$ cat src/rtl/rgbhsv_pkg.sv
// Package for the RGB hue, saturation and value adjuster.
// Holds the payload structs, coefficient types, register codes and the sine table.
// No dependencies.
package rgbhsv_pkg;

	localparam int COEF_FRAC_BITS_DEFAULT = 14;
	localparam int SINE_TABLE_ENTRIES = 91;
	localparam int SINE_IDX_W = $clog2(SINE_TABLE_ENTRIES);
	localparam int SINE_W = 15;
	localparam int CFG_INDEX_W = 2;
	localparam int CFG_DATA_W = 10;
	localparam int COEF_W = 24;
	localparam int COEF_CNT_W = 3;
	localparam logic [COEF_CNT_W-1:0] COEF_LATENCY = 3'd7;
	localparam logic [15:0] INV_SQRT3_Q16 = 16'd37838;
	localparam logic [24:0] RECIP3_Q26 = 25'd22369622;
	localparam logic signed [25:0] UNITY_Q22 = 26'sd4194304;

	typedef enum logic [CFG_INDEX_W-1:0] {
		REG_HUE        = 2'd0,
		REG_SATURATION = 2'd1,
		REG_GAIN       = 2'd2
	} cfg_reg_t;

	typedef struct packed {
		logic [7:0] red_in;
		logic [7:0] green_in;
		logic [7:0] blue_in;
	} rgb_in_t;

	typedef struct packed {
		logic [7:0] red_out;
		logic [7:0] green_out;
		logic [7:0] blue_out;
	} rgb_out_t;

	typedef struct packed {
		logic signed [COEF_W-1:0] diag;
		logic signed [COEF_W-1:0] plus;
		logic signed [COEF_W-1:0] minus;
	} coef_set_t;

	localparam logic [SINE_W-1:0] SINE_Q14 [SINE_TABLE_ENTRIES] = '{
		15'd0,     15'd286,   15'd572,   15'd857,   15'd1143,
		15'd1428,  15'd1713,  15'd1997,  15'd2280,  15'd2563,
		15'd2845,  15'd3126,  15'd3406,  15'd3686,  15'd3964,
		15'd4240,  15'd4516,  15'd4790,  15'd5063,  15'd5334,
		15'd5604,  15'd5871,  15'd6138,  15'd6402,  15'd6664,
		15'd6924,  15'd7182,  15'd7438,  15'd7692,  15'd7943,
		15'd8192,  15'd8438,  15'd8682,  15'd8923,  15'd9162,
		15'd9397,  15'd9630,  15'd9860,  15'd10087, 15'd10311,
		15'd10531, 15'd10749, 15'd10963, 15'd11174, 15'd11381,
		15'd11585, 15'd11786, 15'd11982, 15'd12176, 15'd12365,
		15'd12551, 15'd12733, 15'd12911, 15'd13085, 15'd13255,
		15'd13421, 15'd13583, 15'd13741, 15'd13894, 15'd14044,
		15'd14189, 15'd14330, 15'd14466, 15'd14598, 15'd14726,
		15'd14849, 15'd14968, 15'd15082, 15'd15191, 15'd15296,
		15'd15396, 15'd15491, 15'd15582, 15'd15668, 15'd15749,
		15'd15826, 15'd15897, 15'd15964, 15'd16026, 15'd16083,
		15'd16135, 15'd16182, 15'd16225, 15'd16262, 15'd16294,
		15'd16322, 15'd16344, 15'd16362, 15'd16374, 15'd16382,
		15'd16384
	};

endpackage

$ cat src/rtl/rgbhsv_color_matrix.sv
// Pixel path of the adjuster: input register, 3x3 matrix multiply with clamp, result register.
// Depends on rgbhsv_pkg.
module rgbhsv_color_matrix import rgbhsv_pkg::*; #(
	parameter int COEF_FRAC_BITS = COEF_FRAC_BITS_DEFAULT
) (
	input  logic      clk,
	input  logic      arst_n,
	input  logic      pixel_valid,
	output logic      pixel_stall,
	input  rgb_in_t   pixel,
	output logic      result_valid,
	input  logic      result_stall,
	output rgb_out_t  result,
	input  coef_set_t coef,
	input  logic      hold
);

	logic valid_s1;
	rgb_in_t pixel_s1;
	logic result_valid_q;
	rgb_out_t result_q;
	logic out_ready, s1_ready, s1_load, out_load;
	rgb_out_t mixed;

	function automatic logic [7:0] mix_row(
		input logic [7:0] a,
		input logic [7:0] b,
		input logic [7:0] c,
		input logic signed [COEF_W-1:0] ka,
		input logic signed [COEF_W-1:0] kb,
		input logic signed [COEF_W-1:0] kc
	);
		logic signed [34:0] pa, pb, pc, acc, shifted;
		pa = $signed({1'b0, a}) * ka;
		pb = $signed({1'b0, b}) * kb;
		pc = $signed({1'b0, c}) * kc;
		acc = pa + pb + pc;
		shifted = acc >>> COEF_FRAC_BITS;
		if (acc <= 35'sd0) begin
			mix_row = 8'd0;
		end else if (shifted > 35'sd255) begin
			mix_row = 8'hFF;
		end else begin
			mix_row = shifted[7:0];
		end
	endfunction

	assign out_ready = !result_valid_q || !result_stall;
	assign s1_ready = !valid_s1 || out_ready;
	assign pixel_stall = !s1_ready || hold;
	assign s1_load = pixel_valid && !pixel_stall;
	assign out_load = valid_s1 && out_ready;

	always_comb begin
		mixed.red_out = mix_row(pixel_s1.red_in, pixel_s1.green_in, pixel_s1.blue_in,
			coef.diag, coef.minus, coef.plus);
		mixed.green_out = mix_row(pixel_s1.red_in, pixel_s1.green_in, pixel_s1.blue_in,
			coef.plus, coef.diag, coef.minus);
		mixed.blue_out = mix_row(pixel_s1.red_in, pixel_s1.green_in, pixel_s1.blue_in,
			coef.minus, coef.plus, coef.diag);
	end

	always_ff @(posedge clk or negedge arst_n) begin
		if (!arst_n) begin
			valid_s1 <= 1'b0;
			result_valid_q <= 1'b0;
		end else begin
			if (s1_ready) begin
				valid_s1 <= s1_load;
			end
			if (out_ready) begin
				result_valid_q <= valid_s1;
			end
		end
	end

	always_ff @(posedge clk) begin
		if (s1_load) begin
			pixel_s1 <= pixel;
		end
		if (out_load) begin
			result_q <= mixed;
		end
	end

	assign result_valid = result_valid_q;
	assign result = result_q;

endmodule

$ cat config.mk
export PLATFORM = sky130hd
export DESIGN_NAME = rgbhsv_color_matrix
export DESIGN_NICKNAME = d
export VERILOG_FILES = /design/src/rtl/rgbhsv_pkg.sv /design/src/rtl/rgbhsv_color_matrix.sv
export SDC_FILE = /design/constraint.sdc
export NUM_CORES = 2
export LEC_CHECK = 0
export BUFFER_PORTS_ARGS = -buffer_cell sky130_fd_sc_hd__buf_2
export CAP_MARGIN = 0
export CELL_PAD_IN_SITES_DETAIL_PLACEMENT = 0
export CELL_PAD_IN_SITES_GLOBAL_PLACEMENT = 1
export CORE_ASPECT_RATIO = 0.7
export CORE_MARGIN = 2
export CORE_UTILIZATION = 50
export DETAILED_ROUTE_END_ITERATION = 8
export PLACE_DENSITY_LB_ADDON = 0.08
export SYNTH_ARGS = -nofsm -noshare
export SYNTH_HDL_FRONTEND = slang
export SYNTH_SLANG_ARGS = --single-unit
$ cat constraint.sdc
create_clock -name clk -period 9.3 [get_ports clk]
set_input_delay 0.465 -clock clk [delete_from_list [all_inputs] [get_ports clk]]
set_output_delay 0.465 -clock clk [all_outputs]
set_load 0.02 [all_outputs]
# Yosys cells after proc, flatten, opt, wreduce, memory -nomap -nowiden
# Cells that the tools add are included.
# word_totals
ff_bits	50
latchBits	0
ram_bits	0
rom_bits	0
elab_cells	42
memories	0
# op_classes
add_sub_neg	6
n_mul	9
div	0
order_cmp	6
eq_ne	0
n_shift	0
mux	3
bitwise_logic	0
n_reduce_logical	10
# ops
cell	n
multiplier 9 x 24 -> 33 bit	9
adder 34 x 33 -> 35 bit	3
less-or-equal comparator 35 x 1 -> 1 bit (second input constant)	3
adder 33 x 33 -> 34 bit	3
> comparator 21 x 9 -> 1 bit (second input constant)	3
two-way mux 8 bit	3
logical NOT 1 bit	5
logical OR 1 bit	3
logical AND 1 bit	2

# Depth between registers and ports, before layout
# depth
depth_word	7
mapped_depth	29
mapped_depth_nobuf	26

# Worst setup path before layout
# No wires, ideal clock.
# synth_timing
path_type	flip-flop to flip-flop
from	register pixel_s1[19] in the netlist's numbering
to	register result_q, in the netlist result[22], data pin
setup_ps	279
arrival_ps	7115
required_time_ps	9021
slack_ps	1906
path_stages_with_launch	26
n_path_buf	2
period_less_slack_ps	7394
cell_sequence	edfxtp_1 > clkbuf_1 > clkbuf_1 > nand2_1 > fa_1 > inv_1 > fa_1 > inv_1 > fa_1 > fa_1 > inv_1 > fa_1 > fa_1 > inv_1 > fa_1 > inv_1 > ha_1 > and2_2 > a2111o_1 > o22a_1 > o21ai_1 > a211oi_1 > a311o_1 > or4_4 > nor4_4 > a21oi_1
# synth_between
elab_chain_cells	5
word_cells_on_any_way	6
# synth_rtl
element	line_no	source
start: declaration	rgbhsv_color_matrix.sv:19	rgb_in_t pixel_s1;
start signal: assignment	rgbhsv_color_matrix.sv:79	pixel_s1 <= pixel;
multiplier 9 x 24 -> 33 bit *	rgbhsv_color_matrix.sv:34	pa = $signed({1'b0, a}) * ka;
adder 33 x 33 -> 34 bit *	rgbhsv_color_matrix.sv:37	acc = pa + pb + pc;
adder 34 x 33 -> 35 bit *	rgbhsv_color_matrix.sv:37	
> comparator 21 x 9 -> 1 bit	rgbhsv_color_matrix.sv:41	end else if (shifted > 35'sd255) begin
two-way mux 8 bit	rgbhsv_color_matrix.sv:41	
end signal: assignment	rgbhsv_color_matrix.sv:82	result_q <= mixed;
end: declaration	rgbhsv_color_matrix.sv:21	rgb_out_t result_q;
# Every way passes the cells marked *; elsewhere a longest branch is shown, timed or not.
# A chain may end at the register's enable or synchronous reset.

# Worst setup path in the final report
# layout_timing
from	register pixel_s1[21] in the netlist's numbering
to	register result_q, in the netlist result[7], data pin
# The elaborated chain is that of the path after synthesis.

==> impl_results.md <==
* Status: complete, no violations
* Synth Register Bits at 50
* PortBufs at roughly 130
* Die Wd at between 400 and 500 µm
* Cells after Synth at 7092
* Largest net degree at the start of global routing at 73
* Min Tclk post-route at 8990 ps
* Die ar. at 131000 µm²
* Fmax achieved at around 110 MHz
* Row Count at 109
* Clock Path Buffers at 2
* Hold crit path type: in2reg
* Asr flop ratio synth at about 4%
* Crit path buf inv count at 8
* GRT Util Overall at 30.8%
* Post-synth top area cell: fa_1
* Largest cells by area after synthesis: fa_1 (54%), inv_1 (12%), ha_1 (9.1%)
* Num CTS Buffers at 5
* DP HPWL at 155 mm
* Data required time of the worst path at about 9400 ps
* Endpoints failing hold at 0
* Slowest CP cell: a2111oi_0
* Latest clock arrival within the worst-skew pair at around 380 ps
* R2R setup slack at approximately 310 ps
* Crit Path Max Fanout at 23
* Grt total ovfl at 0
* Max transition margin at between 20% and 30%
* Starting density of the core at between 50% and 60%
* Routed vias/inst at around 5.2
* Largest stage delay, worst path at about 890 ps
* Critical Path Sink Type: register
* CORE AREA at roughly 130000 µm²
* CP Launch Type: register
* Antenna violations before repair at 8
* Post-synth top area share at between 50% and 60%
* Final setup viols at 0
* Syn_nets at 9386
* Top Ports at roughly 130
* GPL Wtd Cong at approximately 0.91
* Die height at roughly 300 µm
* Root buffer cell: clkbuf_16
* Clk pin slew, worst setup/hold paths at roughly 100 ps
* Mapped Area at approximately 64000 µm²
* Wirelength, routed at 190 mm
* Layout Skew at ~25 ps
* Ys flop type: edfxtp_1
* Net count, final at approximately 9k
* Post-synthesis sequential area ratio at about 2.3%
* Final TNS setup at 0 ps
* Worst Tran Pin Value at 1170 ps
* GR peak layer: met2
* CTS tree: yes
* Drt pass-1 iters at 5
* WL per Instance at ~22 µm
* Post-DRT Antenna Nets at 0
* Crit path max-delay family: adder cells
* Met1 Use GR at between 40 and 50%
* Synth unique cells at slightly above 70
* Via count at around 45k
* Syn Area/Cell at between 8 and 9 µm²
* Path type of the worst setup path: reg2reg
* Fin. max-slew vios at 0
* Fin crit share at a little over nine tenths
* Post-synth EDFFs at 48
* Area growth from synthesis to layout at 3.93%
* WHS at ~250 ps
* First-pass GRT wire length at 301 mm
* Syn. warnings at 0
* Detailed-route DRC error count at 0
* H-tree depth at 2
* GR Layer Usage met2 at approximately half
* DRT iter0 DRCs at 2916
* Vias in the first global route at about 50k
* CP cell instances: buf_4, buf_4, nand2_1, fa_1, inv_1, fa_1, inv_1, fa_1, inv_1, fa_1, inv_1, fa_1, fa_1, inv_1, fa_1, ha_1, nand4_1, a2111oi_0, buf_4, nor2_1, xnor2_1, nor4_1, nand4_1, o21a_1
* Highest-count cells in the layout ignoring fill and taps: inv_1 (2112), fa_1 (1731), nand2_1 (955), and2_1 (849), ha_1 (462)
* Post-CTS resize count at 0
* Critical Path AT at 9120 ps
* Cell repeated most along the worst path: fa_1
* MaxCap Viol Count at 0
* Share of cells above drive strength 1 at roughly 3.7%
* Clk sink count at 50
* Unrepaired setup endpoints after global routing: false
* M3 GR Usage at under 10%
* Commonest non-fill, non-tap cell in the layout: inv_1
repair_timing:
item,CTS,global route
endpoints found under the setup margin,0,8
buffers inserted,0,3
hold buffers,1,0
endpoints found under the hold margin,2,0
metrics by stage:
| stage | worst slack, ps | cells | utilization, % | cell area [µm²] |
|---|---|---|---|---|
| floorplan | 1910 | 7092 | - | 63800 |
| global placement | 498 | 8630 | 52.3 | 66100 |
| detailed placement | 424 | 8630 | 52.3 | 66100 |
| CTS | 387 | 8639 | 52.4 | 66300 |
| global route | 26.7 | 8646 | 52.5 | 66300 |
| finish | 310 | 8647 | 52.5 | 66300 |
cells in the mapped netlist, drive strengths merged (3+ instances only):
master / count
buf: 4
xnor2: 57
ha: 462
o211ai: 22
a21o: 19
a211oi: 22
o31ai: 4
nand4: 20
and4: 5
o22ai: 3
a21boi: 3
fa: 1731
nor2b: 6
nand2: 955
or3: 8
a21oi: 123
a221oi: 3
o21a: 23
mux2i: 5
and3: 6
a211o: 6
a2111oi: 4
and2: 852
nand3: 18
inv: 2112
a31o: 4
o41ai: 3
a31oi: 4
o2111ai: 7
o21bai: 7
nor3b: 3
nor2: 57
nor3: 11
edfxtp: 48
nor4: 4
nand2b: 8
xor2: 16
o21ai: 61
clkbuf: 356
layout make-up:
class | instances | area, µm²
antenna | 5 | 12.5
clock buffer | 5 | 125
clock inverter | 3 | 42.5
fill | 12100 | 60100
inverter | 2112 | 7930
multi-input combinational | 4570 | 53000
sequential | 50 | 1490
tap | 1665 | 2080
timing repair buffer | 237 | 1590
flip-flops by register name, summed over array words and instances, names as in the netlist:
signal	flops
result	24
result_valid	1
valid_s1	1
pixel_s1	24
final timing paths:
path,start,to,cells after the start
setup reg to reg,pixel_s1[21],result[7],24
max in group asynchronous,arst_n,valid_s1,2
hold reg to reg,valid_s1,result_valid,1
setup / recovery,pixel_s1[21],result[7],24
hold / removal,pixel[18],pixel_s1[18],1
min in group asynchronous,arst_n,result_valid,2
logic make-up (layout without fill, tap and decap cells):
group           after synthesis  after routing  synth area share, %
mux                           5              5               0.0784
fa+ha+maj                  2193           2193                 63.4
buf+inv                    2472           2357                 14.6
xor+xnor                     73             73                 1.00
compound gates              338            338                 3.38
flops                        50             50                 2.34
simple gates               1961           1961                 15.3
other cells                   0              5                    0
metal layers:
metal  part of all wire, %  vias to the layer above
met4                   2.0                        2
met5                0.0095                        -
li1                      -                    19700
met3                   7.0                      161
met1                    46                    23500
met2                    45                     1468
Power is left out: the tool's default activity adds up to more than one toggle a clock period on the data nets, which glitch-free logic cannot reach.
